**src/rtl/spv_pkg.sv**
```systemverilog
// Shared types, codes and prefix tables for the storage path validator.
// Used by every module under rtl/; depends on nothing else.

package spv_pkg;

  // One input byte request as it travels through the block.
  typedef struct packed {
    logic [7:0] char_code;
    logic       last_char;
    logic       empty_path;
  } spv_item_t;

  // Error codes in verdict priority order.
  typedef enum logic [2:0] {
    ERR_OK       = 3'd0,
    ERR_EMPTY    = 3'd1,
    ERR_ABSOLUTE = 3'd2,
    ERR_NO_LABEL = 3'd3,
    ERR_TRAIL    = 3'd4,
    ERR_DSLASH   = 3'd5,
    ERR_DOTDOT   = 3'd6,
    ERR_DOT      = 3'd7
  } spv_err_t;

  // One verdict request.
  typedef struct packed {
    logic [2:0] tail_start;
    logic [1:0] label_index;
    spv_err_t   error_code;
  } spv_result_t;

  // Tail component tracking.
  typedef enum logic [1:0] {
    PH_START = 2'd0,
    PH_DOT   = 2'd1,
    PH_DDOT  = 2'd2,
    PH_PLAIN = 2'd3
  } spv_phase_t;

  // First offending component seen in the tail.
  typedef enum logic [1:0] {
    BAD_NONE = 2'd0,
    BAD_DDOT = 2'd1,
    BAD_DOT  = 2'd2,
    BAD_RSVD = 2'd3
  } spv_bad_t;

  localparam logic [7:0] CH_SLASH = 8'h2F;
  localparam logic [7:0] CH_DOT   = 8'h2E;
  localparam logic [2:0] POS_MAX  = 3'd7;
  localparam logic [2:0] CAND_ALL = 3'b111;

  // Label indexes.
  localparam logic [1:0] LBL_HOME   = 2'd0;
  localparam logic [1:0] LBL_ROOT   = 2'd1;
  localparam logic [1:0] LBL_CUSTOM = 2'd2;

  // Length of each label prefix, slash included.
  function automatic logic [2:0] prefix_len(input logic [1:0] lbl);
    logic [2:0] len;
    case (lbl)
      LBL_HOME:   len = 3'd5;
      LBL_ROOT:   len = 3'd5;
      LBL_CUSTOM: len = 3'd7;
      default:    len = 3'd0;
    endcase
    return len;
  endfunction

  // Expected byte of a label prefix at a given offset.
  function automatic logic [7:0] prefix_char(input logic [1:0] lbl, input logic [2:0] pos);
    logic [7:0] ch;
    ch = 8'h00;
    case (lbl)
      LBL_HOME: begin
        case (pos)
          3'd0:    ch = "h";
          3'd1:    ch = "o";
          3'd2:    ch = "m";
          3'd3:    ch = "e";
          3'd4:    ch = "/";
          default: ch = 8'h00;
        endcase
      end
      LBL_ROOT: begin
        case (pos)
          3'd0:    ch = "r";
          3'd1:    ch = "o";
          3'd2:    ch = "o";
          3'd3:    ch = "t";
          3'd4:    ch = "/";
          default: ch = 8'h00;
        endcase
      end
      LBL_CUSTOM: begin
        case (pos)
          3'd0:    ch = "c";
          3'd1:    ch = "u";
          3'd2:    ch = "s";
          3'd3:    ch = "t";
          3'd4:    ch = "o";
          3'd5:    ch = "m";
          3'd6:    ch = "/";
          default: ch = 8'h00;
        endcase
      end
      default: ch = 8'h00;
    endcase
    return ch;
  endfunction

endpackage

```
**src/rtl/spv_in_stage.sv**
```systemverilog
// Input register of the storage path validator: holds one byte request.
// Depends on spv_pkg.

module spv_in_stage (
  input  logic               clk,
  input  logic               rst_n,
  input  logic               in_valid,
  output logic               in_ready,
  input  spv_pkg::spv_item_t in_item,
  output logic               item_valid,
  output spv_pkg::spv_item_t item,
  input  logic               item_advance
);

  logic               valid_r;
  logic               valid_nxt;
  spv_pkg::spv_item_t item_r;

  // Take a new request whenever the held one leaves or none is held.
  assign in_ready  = !valid_r || item_advance;
  assign valid_nxt = in_valid ? 1'b1 : (valid_r && !item_advance);

  always_ff @(posedge clk) begin
    if (!rst_n) begin
      valid_r <= 1'b0;
    end else if (in_ready) begin
      valid_r <= valid_nxt;
    end
  end

  // Payload needs no reset.
  always_ff @(posedge clk) begin
    if (in_valid && in_ready) begin
      item_r <= in_item;
    end
  end

  assign item_valid = valid_r;
  assign item       = item_r;

endmodule

```
**src/rtl/spv_step.sv**
```systemverilog
// Path state and per-byte update logic of the storage path validator.
// Depends on spv_pkg.

module spv_step (
  input  logic                 clk,
  input  logic                 rst_n,
  input  logic                 fire,
  input  spv_pkg::spv_item_t   item,
  output logic                 res_valid,
  output spv_pkg::spv_result_t res
);

  logic [2:0]          pos_r,   pos_nxt;
  logic [2:0]          cand_r,  cand_nxt;
  logic [1:0]          label_r, label_nxt;
  logic                pm_r,    pm_nxt;
  logic                sws_r,   sws_nxt;
  logic                pws_r,   pws_nxt;
  logic                sds_r,   sds_nxt;
  spv_pkg::spv_phase_t phase_r, phase_nxt;
  spv_pkg::spv_bad_t   bad_r,   bad_nxt;

  logic slash;
  logic dot;
  logic ends;

  assign slash     = (item.char_code == spv_pkg::CH_SLASH);
  assign dot       = (item.char_code == spv_pkg::CH_DOT);
  assign ends      = item.last_char || item.empty_path;
  assign res_valid = fire && ends;

  // Next state for one non-empty byte.
  always_comb begin
    logic done;
    logic hit;
    done      = 1'b0;
    hit       = 1'b0;
    pos_nxt   = (pos_r < spv_pkg::POS_MAX) ? pos_r + 3'd1 : pos_r;
    cand_nxt  = cand_r;
    label_nxt = label_r;
    pm_nxt    = pm_r;
    sws_nxt   = sws_r || ((pos_r == 3'd0) && slash);
    pws_nxt   = slash;
    sds_nxt   = sds_r || (pws_r && slash);
    phase_nxt = phase_r;
    bad_nxt   = bad_r;

    if (pm_r) begin
      // Walk the tail components.
      unique case (phase_r)
        spv_pkg::PH_START: begin
          phase_nxt = slash ? spv_pkg::PH_START :
                      (dot ? spv_pkg::PH_DOT : spv_pkg::PH_PLAIN);
        end
        spv_pkg::PH_DOT: begin
          if (slash) begin
            if (bad_r == spv_pkg::BAD_NONE) bad_nxt = spv_pkg::BAD_DOT;
            phase_nxt = spv_pkg::PH_START;
          end else begin
            phase_nxt = dot ? spv_pkg::PH_DDOT : spv_pkg::PH_PLAIN;
          end
        end
        spv_pkg::PH_DDOT: begin
          if (slash) begin
            if (bad_r == spv_pkg::BAD_NONE) bad_nxt = spv_pkg::BAD_DDOT;
            phase_nxt = spv_pkg::PH_START;
          end else begin
            phase_nxt = spv_pkg::PH_PLAIN;
          end
        end
        default: begin
          phase_nxt = slash ? spv_pkg::PH_START : spv_pkg::PH_PLAIN;
        end
      endcase
    end else if (pos_r < spv_pkg::POS_MAX) begin
      // Compare against each label still in the running.
      for (int k = 0; k < 3; k++) begin
        if (!done && cand_r[k]) begin
          hit = (pos_r < spv_pkg::prefix_len(2'(k))) &&
                (item.char_code == spv_pkg::prefix_char(2'(k), pos_r));
          if (hit) begin
            if (pos_r == spv_pkg::prefix_len(2'(k)) - 3'd1) begin
              pm_nxt    = 1'b1;
              label_nxt = 2'(k);
              cand_nxt  = 3'b000;
              done      = 1'b1;
            end
          end else begin
            cand_nxt[k] = 1'b0;
          end
        end
      end
    end

    // An open dot component at the end of the path counts too.
    if (item.last_char && pm_nxt && (bad_nxt == spv_pkg::BAD_NONE)) begin
      if (phase_nxt == spv_pkg::PH_DOT) begin
        bad_nxt = spv_pkg::BAD_DOT;
      end else if (phase_nxt == spv_pkg::PH_DDOT) begin
        bad_nxt = spv_pkg::BAD_DDOT;
      end
    end
  end

  // Verdict in priority order.
  always_comb begin
    res.label_index = pm_nxt ? label_nxt : 2'd0;
    res.tail_start  = pm_nxt ? spv_pkg::prefix_len(label_nxt) : 3'd0;
    if (item.empty_path) begin
      res.error_code  = spv_pkg::ERR_EMPTY;
      res.label_index = 2'd0;
      res.tail_start  = 3'd0;
    end else if (sws_nxt) begin
      res.error_code = spv_pkg::ERR_ABSOLUTE;
    end else if (!pm_nxt) begin
      res.error_code = spv_pkg::ERR_NO_LABEL;
    end else if (slash) begin
      res.error_code = spv_pkg::ERR_TRAIL;
    end else if (sds_nxt) begin
      res.error_code = spv_pkg::ERR_DSLASH;
    end else if (bad_nxt == spv_pkg::BAD_DDOT) begin
      res.error_code = spv_pkg::ERR_DOTDOT;
    end else if (bad_nxt == spv_pkg::BAD_DOT) begin
      res.error_code = spv_pkg::ERR_DOT;
    end else begin
      res.error_code = spv_pkg::ERR_OK;
    end
  end

  // State registers; everything clears at the end of each path.
  always_ff @(posedge clk) begin
    if (!rst_n || (fire && ends)) begin
      pos_r   <= 3'd0;
      cand_r  <= spv_pkg::CAND_ALL;
      label_r <= 2'd0;
      pm_r    <= 1'b0;
      sws_r   <= 1'b0;
      pws_r   <= 1'b0;
      sds_r   <= 1'b0;
      phase_r <= spv_pkg::PH_START;
      bad_r   <= spv_pkg::BAD_NONE;
    end else if (fire) begin
      pos_r   <= pos_nxt;
      cand_r  <= cand_nxt;
      label_r <= label_nxt;
      pm_r    <= pm_nxt;
      sws_r   <= sws_nxt;
      pws_r   <= pws_nxt;
      sds_r   <= sds_nxt;
      phase_r <= phase_nxt;
      bad_r   <= bad_nxt;
    end
  end

endmodule

```
**src/rtl/spv_out_stage.sv**
```systemverilog
// Result register of the storage path validator: holds one verdict request.
// Depends on spv_pkg.

module spv_out_stage (
  input  logic                 clk,
  input  logic                 rst_n,
  input  logic                 res_valid,
  input  spv_pkg::spv_result_t res,
  output logic                 res_free,
  output logic                 out_valid,
  input  logic                 out_ready,
  output spv_pkg::spv_result_t out_res
);

  logic                 valid_r;
  spv_pkg::spv_result_t res_r;

  // The slot is free when empty or being drained this cycle.
  assign res_free = !valid_r || out_ready;

  always_ff @(posedge clk) begin
    if (!rst_n) begin
      valid_r <= 1'b0;
    end else if (res_free) begin
      valid_r <= res_valid;
    end
  end

  always_ff @(posedge clk) begin
    if (res_free && res_valid) begin
      res_r <= res;
    end
  end

  assign out_valid = valid_r;
  assign out_res   = res_r;

endmodule

```
**src/rtl/storage_path_validator.sv**
```systemverilog
// Storage path validator top level: one path byte per cycle while the result slot has room, one verdict per path.
// The verdict is captured in the result register of spv_out_stage when the final byte leaves the input register.
// A byte that ends a path waits in the input register while the result slot is full.
// Reset: synchronous, active low; clears both stage valids and all path state.
// Depends on spv_pkg, spv_in_stage, spv_step and spv_out_stage.

module storage_path_validator (
  input  logic       clk,
  input  logic       rst_n,
  input  logic       in_tvalid,
  output logic       in_tready,
  input  logic [7:0] in_tdata,   // [7:0] char_code
  input  logic       in_tlast,   // last_char
  input  logic       in_tuser,   // empty_path
  output logic       out_tvalid,
  input  logic       out_tready,
  output logic [7:0] out_tdata   // [2:0] error_code, [4:3] label_index, [7:5] tail_start
);

  spv_pkg::spv_item_t   in_item;
  spv_pkg::spv_item_t   item;
  spv_pkg::spv_result_t res;
  spv_pkg::spv_result_t out_res;
  logic                 item_valid;
  logic                 item_advance;
  logic                 res_valid;
  logic                 res_free;

  assign in_item.char_code  = in_tdata;
  assign in_item.last_char  = in_tlast;
  assign in_item.empty_path = in_tuser;

  // A held byte moves on unless it ends a path and the result slot is full.
  assign item_advance = item_valid &&
                        (!(item.last_char || item.empty_path) || res_free);

  spv_in_stage u_in (
    .clk          (clk),
    .rst_n        (rst_n),
    .in_valid     (in_tvalid),
    .in_ready     (in_tready),
    .in_item      (in_item),
    .item_valid   (item_valid),
    .item         (item),
    .item_advance (item_advance)
  );

  spv_step u_step (
    .clk       (clk),
    .rst_n     (rst_n),
    .fire      (item_advance),
    .item      (item),
    .res_valid (res_valid),
    .res       (res)
  );

  spv_out_stage u_out (
    .clk       (clk),
    .rst_n     (rst_n),
    .res_valid (res_valid),
    .res       (res),
    .res_free  (res_free),
    .out_valid (out_tvalid),
    .out_ready (out_tready),
    .out_res   (out_res)
  );

  assign out_tdata = {out_res.tail_start, out_res.label_index, out_res.error_code};

endmodule
```
**config.mk**
```make
export PLATFORM = sky130hd
export DESIGN_NAME = storage_path_validator
export DESIGN_NICKNAME = d
export VERILOG_FILES = /design/src/rtl/spv_pkg.sv /design/src/rtl/spv_in_stage.sv /design/src/rtl/spv_step.sv /design/src/rtl/spv_out_stage.sv /design/src/rtl/storage_path_validator.sv
export SDC_FILE = /design/constraint.sdc
export NUM_CORES = 1
export LEC_CHECK = 0
export ABC_AREA = 1
export BUFFER_PORTS_ARGS = -buffer_cell sky130_fd_sc_hd__buf_4
export CAP_MARGIN = 20
export CORE_MARGIN = 2
export CORE_UTILIZATION = 45
export DETAILED_ROUTE_END_ITERATION = 8
export GPL_ROUTABILITY_DRIVEN = 0
export SETUP_SLACK_MARGIN = 0.4
export SLEW_MARGIN = 5
export SYNTH_ARGS = -nofsm -noshare
export SYNTH_HDL_FRONTEND = slang
export SYNTH_SLANG_ARGS = --single-unit
```
**constraint.sdc**
```tcl
create_clock -name clk -period 3.15 [get_ports clk]
set_input_delay 0 -clock clk [delete_from_list [all_inputs] [get_ports clk]]
set_output_delay 0 -clock clk [all_outputs]
set_load 0.05 [all_outputs]
```
==> results of run 1 <==
-- power by group through the flow --
stage / Sequential, mW / Combinational (mW) / Clock (mW)
final: 0.519 / 0.276 / 0.420
after CTS: 0.517 / 0.234 / 0.429
after global placement: 0.527 / 0.204 / 0
after detailed placement: 0.527 / 0.205 / 0
after floorplan: 0.535 / 0.145 / 0
after global routing: 0.521 / 0.307 / 0.448
-- worst min-delay path: stages --
cell and delay (ns):
buf_4 0.08, inv_1 0.03, nand2_1 0.09, a21oi_1 0.08
-- flip-flops by register name, summed over array words and instances (netlist names) --
register / cells
u_step.pos_r: 3
u_out.out_res: 7
u_step.sws_r: 1
u_step.cand_r: 3
u_step.label_r: 2
u_out.out_valid: 1
u_step.pm_r: 1
u_step.pws_r: 1
u_step.sds_r: 1
u_step.phase_r: 2
u_in.item: 10
u_step.bad_r: 2
u_in.item_valid: 1
-- metrics by stage --
step                      total power, mW  hold WS [ns]
after detailed placement           0.7320        0.1793
after global routing                1.276       0.06354
after floorplan                    0.6799       0.09887
after CTS                           1.180       0.01625
final                               1.215       0.01942
after global placement             0.7315        0.1781
-- synth_stat cells (all sizes together) --
| library cell | number |
|---|---|
| and2 | 2 |
| nor4 | 1 |
| o211ai | 2 |
| xor2 | 1 |
| o31ai | 1 |
| a22oi | 1 |
| o21a | 1 |
| a31oi | 2 |
| a21oi | 18 |
| nand4 | 9 |
| clkbuf | 1 |
| o32ai | 1 |
| ha | 9 |
| buf | 3 |
| dfxtp | 18 |
| o22ai | 1 |
| nand3 | 33 |
| nand2 | 88 |
| edfxtp | 17 |
| nor2 | 29 |
| o21bai | 1 |
| o21ai | 15 |
| nor3 | 5 |
| inv | 58 |
-- area by class of cell --
class / instances / area share, %
multi-input cells: 220 / 43.06
repair buffers: 49 / 14.17
inverters: 58 / 7.458
clock inverters: 3 / 1.442
well taps: 67 / 2.761
clock buffers: 5 / 2.266
flip-flops and latches: 35 / 28.84
-- per-layer routing --
| layer | global-route usage (%) | vias to the layer above | wire (um) |
|---|---|---|---|
| met1 | 29.00 | 973 | 2549 |
| met5 | 0 | - | 0 |
| li1 | - | 1135 | - |
| met2 | 34.02 | 76 | 2471 |
| met4 | 7.143 | 0 | 100 |
| met3 | 4.150 | 9 | 376 |
-- worst max path at each step --
| stage | from | end | slack (ns) |
|---|---|---|---|
| 2_1_floorplan | u_step.pos_r[0] | u_out.out_res[2] | 0.50 |
| 3_3_place_gp | u_step.pos_r[0] | u_out.out_res[2] | 0.18 |
| 3_5_place_dp | u_step.pos_r[0] | u_out.out_res[2] | 0.19 |
| 4_1_cts | u_step.pos_r[0] | u_out.out_res[2] | 0.41 |
| 5_1_grt | u_step.pos_r[0] | u_out.out_res[1] | 0.31 |
| 6_report | u_step.pos_r[0] | u_out.out_res[1] | 0.45 |
-- kinds of logic (layout without fill, tap and decap cells) --
| group | count (synthesis) | count (layout) |
|---|---|---|
| simple gates | 167 | 167 |
| buf+inv | 62 | 115 |
| compound gates | 43 | 43 |
| fa+ha+maj | 9 | 9 |
| flops | 35 | 35 |
| xor+xnor | 1 | 1 |
-- timing repair --
item	4_1_cts	5_1_grt
setup endpoints to repair	3	3
endpoints found under the hold margin	12	0
hold buffers	13	0
pin swaps	3	12
resized for setup	10	30
setup buffers	5	5
gates cloned	0	1
==> results by group, run 1 <==
Run status
  • Status: complete, no violations

Run
  • Max Cap Viol: 0

Worst setup path
  • CP Data Arrival Time: 2.75 ns
  • Slowest library cell on the worst path: dfxtp_4
  • Worst R2R End: u_out.out_res[1]
  • R2r setup slk: 0.45 ns
  • WP depth: 18
  • Reg2reg path depth: 18
  • Buffer and inverter count on the worst path: 4
  • Worst reg2reg path startpoint: u_step.pos_r[0]
  • Startpoint class of the critical path: flip-flop
  • Most frequent CP cell: nand2_1
  • Delay-heaviest family, CP: simple AND/OR/NAND/NOR gates
  • Worst path required time: 3.21 ns
  • Crit-path cells: clkinvlp_4 -> ha_4 -> o21ai_4 -> buf_12 -> nand2_1 -> nand2_1 -> nand2_2 -> nand2_2 -> nor2_4 -> nand4_4 -> nand4_4 -> buf_4 -> nand3_2 -> nand2_1 -> ha_1 -> inv_2 -> a31oi_1 -> a21oi_1
  • Crit-path max FO: 8
  • CP Class: reg -> reg
  • Slowest stage delay, CP: 0.40 ns
  • CP endpoint kind: flip-flop

Logic synthesis
  • Largest family of logic cells by synthesized area: simple AND/OR/NAND/NOR gates
  • Cell Area, Synth: 0.002276 mm2
  • Register area share after synthesis: 38.26%
  • Synth warn: 0
  • Synth Area in Simple Gates: 34.03%
  • Post-synthesis compound-gate area fraction: 11.11%
  • Syn nets: 340
  • Area leader, netlist: edfxtp_1
  • Post-Synth XOR/XNOR Area: 0.3848%
  • Post-synth top area share: 22.43%
  • #FFs+latches synth: 35
  • Synth Area per Inst: 7.180 um2
  • Post-synthesis mux area share: 0%
  • Main area contributors after synthesis: edfxtp_1, dfxtp_1, nand2_1, inv_1, nand3_1
  • Adder-Cell Fraction of Synth Area: 4.948%
  • Number of library cell types mapped by synthesis: 34
  • Synth Instances: 317

Clock network
  • CTS Buffer Depth: 2
  • Clock sinks: 35
  • # H-tree levels: 2
  • CTS tree: yes
  • Clock-pin slew on the worst setup and hold paths: 0.08 ns
  • CTS buffer count: 5
  • Clock Latency Late Sink: 0.30 ns
  • Clk root buf: clkbuf_8

Global routing
  • Congestion Overflow GR: 0
  • First-pass GRT wire length: 8997 um
  • Total track usage: 21.31%
  • Largest net degree at the start of global routing: 15
  • Initial antenna violation count: 0
  • Vias in the first global route: 2003

Routing
  • DRC: 0
  • Antenna Violating Nets Remaining: 0
  • Routed vias/inst: 5.018
  • Initial DRC Count: 154
  • Final WL: 5498 um
  • First-pass iteration count of the detailed router: 4
  • DR WL/cell: 12.58 um
  • Via count: 2193

Final layout
  • Register area: 875.8 um2
  • Final core utilization: 63.45%
  • Multi-input combinational cell area: 0.001308 mm2
  • Final Cell Area: 0.003037 mm2
  • Commonest non-fill, non-tap cells in the layout: nand2_1, inv_1, buf_4
  • Non-filler instance count after layout: 437
  • Number of nets in the layout: 392
  • Fill cells: 422
  • Commonest non-fill, non-tap cell in the layout: nand2_1
  • # diodes: 0
  • Share of cells above drive strength 1: 25.14%
  • Area delta synth->final: 33.42%

Die
  • Row cnt: 25
  • Ports: 24
  • Core area: 0.004786 mm2
  • Chip height: 75.12 um
  • Die ar.: 0.005642 mm2
  • Initial Util: 47.56%
  • Die Wd: 75.12 um

Pwr
  • VDD IR max: 292.0 uV
  • Leak Pwr: 1.453 nW
  • Int Pwr: 847.3 uW
  • Pwr dens: 400.1 mW/mm2
  • P_sw: 367.7 uW
  • Logic gate share of total power: 22.8%
  • Sequential share of power: 42.7%
  • Net Sw Frac: 30.26%
  • Clk network pwr share: 34.6%

Place
  • Placed Cells: 405
  • Dpl ws: 0.1947 ns
  • Dpl cell area: 0.002514 mm2
  • DP HPWL: 3864 um
  • Port bufs: 23

Hold path
  • Hold Crit Class: in -> reg
  • Worst Hold End: u_out.out_valid
  • Hold_sp: out_tready
  • WHS Path Cells: 4

STA
  • Setup Viol. Count Final: 0
  • Setup Skew: 0.009194 ns
  • RSZ-0062 raised after global routing: true
  • Worst-margin pin slew: 0.4553 ns
  • Min Tclk post-route: 2.700 ns
  • Final worst-path cycle share: 85.71%
  • Final Max Slew Viols: 0
  • Setup_tns: 0 ns
  • Fin. Hold Viols: 0
  • F_max: 370.4 MHz
  • Setup ws final: 0.4503 ns
  • Slew headroom: 69.62%
Note: power is estimated with default switching activity, not from simulation.
==> run 2, diff against run 1 <==
--- a/config.mk
+++ b/config.mk
@@ -12,8 +12,8 @@
 export CORE_UTILIZATION = 45
 export DETAILED_ROUTE_END_ITERATION = 8
 export GPL_ROUTABILITY_DRIVEN = 0
-export SETUP_SLACK_MARGIN = 0.4
 export SLEW_MARGIN = 5
 export SYNTH_ARGS = -nofsm -noshare
 export SYNTH_HDL_FRONTEND = slang
+export SYNTH_HIERARCHICAL = 1
 export SYNTH_SLANG_ARGS = --single-unit
==> results by group, run 2 <==
STA
  • Min Tclk post-route: 2.903 ns (was 2.700 ns)
  • RSZ-0062 raised after global routing: false (was true)
  • Final worst-path cycle share: 92.16% (was 85.71%)
  • Slew headroom: 50.81% (was 69.62%)
  • Setup Skew: 0.009046 ns (was 0.009194 ns)
  • Setup Viol. Count Final: 0 (unchanged)
  • Fin. Hold Viols: 0 (unchanged)
  • Final Max Slew Viols: 0 (unchanged)
  • F_max: 344.5 MHz (was 370.4 MHz)
  • Worst-margin pin slew: 0.7378 ns (was 0.4553 ns)
  • Setup_tns: 0 ns (unchanged)

Logic synthesis
  • List of most frequent post-synthesis cells: nand2_1, inv_1, nor2_1 (was nand2_1, inv_1, nand3_1)
  • #FFs+latches synth: 36 (was 35)
  • Main synth FF type: edfxtp_1 (was dfxtp_1)
  • Post-synth top area share: 22.92% (was 22.43%)
  • Synth warn: 6 (was 0)
  • Cell Area, Synth: 0.002359 mm2 (was 0.002276 mm2)
  • Count leader, synth: nand2_1 (unchanged)
  • EDFF count, synth: 18 (was 17)
  • Register area share after synthesis: 38.20% (was 38.26%)
  • Main area contributors after synthesis: edfxtp_1, dfxtp_1, nand2_1, inv_1, nand3_1 (unchanged)
  • Synth Instances: 306 (was 317)
  • Synth Area per Inst: 7.708 um2 (was 7.180 um2)
  • Area leader, netlist: edfxtp_1 (unchanged)
  • Number of library cell types mapped by synthesis: 38 (was 34)
  • FFs w/ async S/R, synth: 0% (unchanged)
  • Syn nets: 329 (was 340)

Place
  • Placed Cells: 396 (was 405)
  • Port bufs: 23 (unchanged)
  • DP HPWL: 3829 um (was 3864 um)

Global routing
  • Initial antenna violation count: 0 (unchanged)
  • Total track usage: 18.30% (was 21.31%)
  • First-pass GRT wire length: 8473 um (was 8997 um)
  • Largest net degree at the start of global routing: 17 (was 15)
  • Vias in the first global route: 1837 (was 2003)
  • Congestion Overflow GR: 0 (unchanged)

Routing
  • Initial DRC Count: 108 (was 154)
  • DR WL/cell: 12.28 um (was 12.58 um)
  • Antenna Violating Nets Remaining: 0 (unchanged)
  • Final WL: 5133 um (was 5498 um)
  • First-pass iteration count of the detailed router: 6 (was 4)
  • DRC: 0 (unchanged)
  • Routed vias/inst: 4.919 (was 5.018)
  • Via count: 2056 (was 2193)

Final layout
  • Commonest non-fill, non-tap cell in the layout: nand2_1 (unchanged)
  • # diodes: 0 (unchanged)
  • Fill cells: 487 (was 422)
  • Non-filler instance count after layout: 418 (was 437)
  • Area delta synth->final: 21.27% (was 33.42%)
  • Multi-input combinational cell area: 0.001214 mm2 (was 0.001308 mm2)
  • Max reg flops: 10 (unchanged)
  • Commonest non-fill, non-tap cells in the layout: nand2_1, inv_1, buf_4 (unchanged)
  • Share of cells above drive strength 1: 22.41% (was 25.14%)
  • Number of nets in the layout: 370 (was 392)
  • Register area: 900.9 um2 (was 875.8 um2)

Clock network
  • CTS tree: yes (unchanged)
  • # H-tree levels: 2 (unchanged)
  • CTS Buffer Depth: 2 (unchanged)
  • CTS buffer count: 5 (unchanged)
  • Clock-pin slew on the worst setup and hold paths: 0.08 ns (about the same)
  • Clock sinks: 36 (was 35)
  • Clk root buf: clkbuf_8 (unchanged)
  • Clock Latency Late Sink: 0.29 ns (was 0.30 ns)

Pwr
  • VDD IR max: 301.2 uV (was 292.0 uV)
  • Pwr dens: 429.0 mW/mm2 (was 400.1 mW/mm2)
  • Leak Pwr: 1.347 nW (was 1.453 nW)

Worst setup path
  • Crit-path max FO: 8 (unchanged)
  • Slowest stage delay, CP: 0.47 ns (was 0.40 ns)
  • Startpoint class of the critical path: flip-flop (unchanged)
  • CP Data Arrival Time: 3.04 ns (was 2.75 ns)
  • CP Class: reg -> reg (unchanged)
  • Crit-path cells: inv_1 -> ha_1 -> nor2_2 -> nor2_1 -> nor2_1 -> a21oi_1 -> nor2_2 -> nand3_4 -> nand4_4 -> nand3_1 -> nand2_1 -> inv_1 -> ha_1 -> nand3b_1 -> a31oi_1 (was clkinvlp_4 -> ha_4 -> o21ai_4 -> buf_12 -> nand2_1 -> nand2_1 -> nand2_2 -> nand2_2 -> nor2_4 -> nand4_4 -> nand4_4 -> buf_4 -> nand3_2 -> nand2_1 -> ha_1 -> inv_2 -> a31oi_1 -> a21oi_1)
  • Worst path required time: 3.29 ns (was 3.21 ns)
  • CP endpoint kind: flip-flop (unchanged)
  • Slowest library cell on the worst path: dfxtp_1 (was dfxtp_4)

Run status
  • Status: complete, no violations (unchanged)

Die
  • Core area: 0.005075 mm2 (was 0.004786 mm2)
  • Initial Util: 46.47% (was 47.56%)
  • Ports: 24 (unchanged)
  • Die Wd: 76.40 um (was 75.12 um)
  • Row cnt: 26 (was 25)
  • Die ar.: 0.005836 mm2 (was 0.005642 mm2)
  • Chip height: 76.40 um (was 75.12 um)

Hold path
  • Hold Crit Class: in -> reg (unchanged)

Run
  • Max Cap Viol: 0 (unchanged)
==> run 2: changes by cell type after synthesis, moves of 3 or more <==
cell,before,now
a21oi_2,0,4
inv_1,57,43
inv_2,0,8
nand2_1,80,71
nand3_1,30,23
nand3_4,0,3
==> run 2: through the flow <==
step / power (mW) / instance area, um2 / util, % / worst slack [ns] / hold slack [ns]
3_3_place_gp: 0.8057 / 2599 / 51.21 / 0.3133 / 0.1781
4_1_cts: 1.224 / 2840 / 55.97 / 0.2082 / 0.2931
6_report: 1.227 / 2860 / 56.36 / 0.2471 / 0.2972
5_1_grt: 1.291 / 2860 / 56.36 / 0.04886 / 0.3232
2_1_floorplan: 0.7471 / 2359 / - / 0.5509 / 0.09887
3_5_place_dp: 0.8060 / 2599 / 51.21 / 0.2265 / 0.1794
==> run 2: final cells by class <==
class / instances / area share [%]
clock buffers: 5 / 2.406
inverters: 53 / 7.043
flip-flops and latches: 36 / 31.50
multi-input cells: 211 / 42.43
well taps: 70 / 3.062
repair buffers: 40 / 12.07
clock inverters: 3 / 1.487
==> run 2: worst max-delay path, delay by kind of cell, from the launching register on <==
family,cells,cell delay [ns]
AOI/OAI and AO/OA,2,0.25
adders and majority gates,2,0.61
buffers and inverters,2,0.15
DFF,1,0.47
and+or+nand+nor,9,1.26
==> run 2: cell families after synthesis <==
group	share of synthesized area, %
xor gates and xnor gates	0.3714
adders and majority gates	4.775
DFF	38.20
and+or+nand+nor	34.43
buffers and inverters	10.34
AOI/OAI and AO/OA	11.88
==> run 2: path summary, 6_finish.rpt <==
| check | startpoint | endpoint | slack [ns] | cells after the start |
|---|---|---|---|---|
| min reg2reg | u_step/cand_r[0] | u_step/cand_r[0] | 0.47 | 2 |
| max reg2reg | u_step/pos_r[0] | u_out/out_res[1] | 0.25 | 15 |
| max | u_step/pos_r[0] | u_out/out_res[1] | 0.25 | 15 |
| min | out_tready | u_out/out_res[2] | 0.30 | 3 |
==> run 2: power breakdown <==
part	switching [mW]	internal, mW	leakage [nW]
logic	0.171	0.105	0.969
registers	0.0250	0.519	0.323
clock network	0.173	0.234	0.0541
==> run 2: repair_timing <==
item	4_1_cts	5_1_grt
buffers inserted	0	1
setup endpoints to repair	0	2
gates resized for setup	0	0
hold endpoints to repair	12	0
hold buffers	13	0
==> run 2: routing by layer <==
layer	vias to the layer above	global-route usage [%]	part of all wire (%)
li1	1083	-	-
met1	910	26.38	49
met2	59	28.41	45
met3	4	3.910	5.3
met4	0	3.818	0.55
met5	-	0	0
==> run 3, diff against run 2 <==
--- a/config.mk
+++ b/config.mk
@@ -12,6 +12,7 @@
 export CORE_UTILIZATION = 45
 export DETAILED_ROUTE_END_ITERATION = 8
 export GPL_ROUTABILITY_DRIVEN = 0
+export PLACE_DENSITY = 0.66
 export SLEW_MARGIN = 5
 export SYNTH_ARGS = -nofsm -noshare
 export SYNTH_HDL_FRONTEND = slang
==> constraint.sdc (replaced) <==
create_clock -name clk -period 2.43 [get_ports clk]
set_input_delay 0 -clock clk [delete_from_list [all_inputs] [get_ports clk]]
set_output_delay 0 -clock clk [all_outputs]
set_load 0.05 [all_outputs]
==> results by group, run 3 (synthesized netlist as in run 2, its figures left out) <==
Pwr
  • Pwr dens: 496.3 mW/mm2 (was 429.0 mW/mm2)
  • Leak Pwr: 1.538 nW (was 1.347 nW)
  • VDD IR max: 438.1 uV (was 301.2 uV)

STA
  • Final Max Slew Viols: 0 (unchanged)
  • Final worst-path cycle share: 102.1% (was 92.16%)
  • F_max: 402.9 MHz (was 344.5 MHz)
  • Worst-margin pin slew: 0.6385 ns (was 0.7378 ns)
  • Setup ws final: -0.05199 ns (was 0.2471 ns)
  • Slew headroom: 57.28% (was 50.81%)
  • Fin. Hold Viols: 0 (unchanged)
  • RSZ-0062 raised after global routing: true (was false)
  • Setup Viol. Count Final: 3 (was 0)
  • Setup Skew: 0.004216 ns (was 0.009046 ns)
  • Min Tclk post-route: 2.482 ns (was 2.903 ns)

Worst setup path
  • Buffer and inverter count on the worst path: 3 (was 2)
  • Crit-path cells: inv_2 -> ha_4 -> inv_2 -> a21oi_1 -> nor2_1 -> nand2_1 -> nor2_2 -> nand3_4 -> nand4_4 -> nand3_2 -> nand2_2 -> inv_2 -> ha_4 -> nand3_1 -> nand2_1 -> nor2_1 (was inv_1 -> ha_1 -> nor2_2 -> nor2_1 -> nor2_1 -> a21oi_1 -> nor2_2 -> nand3_4 -> nand4_4 -> nand3_1 -> nand2_1 -> inv_1 -> ha_1 -> nand3b_1 -> a31oi_1)
  • Slowest stage delay, CP: 0.37 ns (was 0.47 ns)
  • CP Class: reg -> reg (unchanged)
  • WP depth: 16 (was 15)
  • CP endpoint kind: flip-flop (unchanged)
  • Startpoint class of the critical path: flip-flop (unchanged)
  • Crit-path max FO: 11 (was 8)
  • Most frequent CP cell: inv_2
  • Worst path required time: 2.48 ns (was 3.29 ns)
  • Reg2reg path depth: 16 (was 15)
  • R2r setup slk: -0.05 ns (was 0.25 ns)
  • Crit path launch: u_step/pos_r[1] (was u_step/pos_r[0])
  • Worst R2R End: u_out/out_res[2] (was u_out/out_res[1])
  • Slowest library cell on the worst path: dfxtp_2 (was dfxtp_1)
  • Delay-heaviest family, CP: simple AND/OR/NAND/NOR gates (unchanged)
  • Worst reg2reg path startpoint: u_step/pos_r[1] (was u_step/pos_r[0])
  • CP endpoint: u_out/out_res[2] (was u_out/out_res[1])
  • CP Data Arrival Time: 2.54 ns (was 3.04 ns)

Routing
  • Via count: 2283 (was 2056)
  • First-pass iteration count of the detailed router: 4 (was 6)
  • Final WL: 5804 um (was 5133 um)
  • Routed vias/inst: 5.018 (was 4.919)
  • DR WL/cell: 12.76 um (was 12.28 um)
  • DRC: 0 (unchanged)
  • Antenna Violating Nets Remaining: 0 (unchanged)
  • Initial DRC Count: 106 (was 108)

Global routing
  • Busiest layer in global routing: met2 (unchanged)
  • Total track usage: 20.53% (was 18.30%)
  • Met3 global-route usage: 3.081% (was 3.910%)
  • Met1 usage: 25.57% (was 26.38%)
  • Initial antenna violation count: 0 (unchanged)
  • Vias in the first global route: 2196 (was 1837)
  • Congestion Overflow GR: 0 (unchanged)
  • Met2 Usage GRT: 35.49% (was 28.41%)
  • Largest net degree at the start of global routing: 17 (unchanged)
  • First-pass GRT wire length: 9597 um (was 8473 um)

Die
  • Initial Util: 46.47% (unchanged)
  • Die ar.: 0.005836 mm2 (unchanged)
  • Core area: 0.005075 mm2 (unchanged)
  • Row cnt: 26 (unchanged)
  • Die Wd: 76.40 um (unchanged)
  • Ports: 24 (unchanged)
  • Chip height: 76.40 um (unchanged)

Hold path
  • Hold Crit Class: in -> reg (unchanged)

Final layout
  • Final Cell Area: 0.003267 mm2 (was 0.002860 mm2)
  • Non-filler instance count after layout: 455 (was 418)
  • Area delta synth->final: 38.51% (was 21.27%)
  • Commonest non-fill, non-tap cells in the layout: nand2_1, buf_4, inv_1 (was nand2_1, inv_1, buf_4)
  • Commonest non-fill, non-tap cell in the layout: nand2_1 (unchanged)
  • Max reg flops: 10 (unchanged)
  • # diodes: 0 (unchanged)
  • Number of nets in the layout: 407 (was 370)
  • Share of cells above drive strength 1: 35.58% (was 22.41%)

Clock network
  • CTS tree: yes (unchanged)
  • # H-tree levels: 2 (unchanged)
  • Clk root buf: clkbuf_8 (unchanged)
  • CTS buffer count: 5 (unchanged)
  • Clock sinks: 36 (unchanged)
  • Clock-pin slew on the worst setup and hold paths: 0.08 ns (about the same)
  • CTS Buffer Depth: 2 (unchanged)
  • Clock Latency Late Sink: 0.29 ns (about the same)

Place
  • DP HPWL: 4133 um (was 3829 um)
  • Placed Cells: 427 (was 396)
  • Dpl ws: -0.1761 ns (was 0.2265 ns)
  • Port bufs: 23 (unchanged)
  • Dpl cell area: 0.002849 mm2 (was 0.002599 mm2)

Run status
  • Status: finished with violations (was complete, no violations)
  • Failing checks: setup timing

Run
  • Max Cap Viol: 0 (unchanged)
==> run 3: changes by cell type in the layout (fill, tap and decap cells not counted), sizes merged <==
cell,before,now
clkinvlp,1,0
clkbuf,5,6
bufinv,1,0
buf,27,64
inv,52,53
==> run 3: layout make-up <==
cell class,instances,area (um2)
repair buffers,77,634.4
inverters,53,206.4
fillers,444,1808
clock buffers,6,82.58
clock inverters,2,13.76
multi-input cells,211,1336
well taps,70,87.58
flip-flops and latches,36,905.9
==> run 3: worst register-to-register path: stages, from the launching register on <==
cell     delay [ns]
dfxtp_2        0.37
inv_2          0.08
ha_4           0.19
inv_2          0.17
a21oi_1        0.11
nor2_1         0.18
nand2_1        0.09
nor2_2         0.19
nand3_4        0.11
nand4_4        0.12
nand3_2        0.09
nand2_2        0.07
inv_2          0.04
ha_4           0.25
nand3_1        0.08
nand2_1        0.07
nor2_1         0.04
==> run 3: how the worst min path moves through the flow <==
stage | start | end | slack [ns] | cells past startpoint
2_1_floorplan | in_tuser | u_in/item[0] | 0.1 | 0
3_3_place_gp | in_tdata[6] | u_in/item[8] | 0.18 | 1
3_5_place_dp | in_tdata[7] | u_in/item[9] | 0.18 | 1
4_1_cts | in_tvalid | u_in/item[2] | 0.28 | 4
5_1_grt | in_tvalid | u_in/item[0] | 0.33 | 4
6_report | in_tvalid | u_in/item[2] | 0.29 | 4
==> run 3: power by group <==
group          switching [mW]  total, mW  internal (mW)  leakage, nW
Combinational           0.266      0.463          0.197         1.16
Sequential             0.0252      0.698          0.673        0.324
Clock                   0.228      0.460          0.232       0.0516
==> run 3: through the flow <==
| stage | setup TNS [ns] | power, mW | hold WS, ns | util [%] |
|---|---|---|---|---|
| 6_report | -0.1148 | 1.621 | 0.2861 | 64.37 |
| 5_1_grt | -0.5948 | 1.699 | 0.3262 | 64.37 |
| 4_1_cts | -0.03346 | 1.602 | 0.2826 | 62.80 |
| 3_3_place_gp | -0.2219 | 1.088 | 0.1778 | 56.14 |
| 3_5_place_dp | -0.4169 | 1.094 | 0.1793 | 56.14 |
| 2_1_floorplan | 0 | 0.9740 | 0.09887 | - |
==> run 3: layer usage <==
layer | vias to the layer above | part of all wire [%]
met1 | 1042 | 44
met3 | 13 | 5.3
li1 | 1159 | -
met5 | - | 0
met4 | 0 | 2.2
met2 | 69 | 49
==> run 3: repair_timing <==
item | CTS | global route
pin swaps | 11 | 15
setup buffers | 6 | 2
endpoints found under the setup margin | 3 | 6
gates resized for setup | 16 | 14
hold buffers | 13 | 0
hold endpoints to repair | 12 | 0
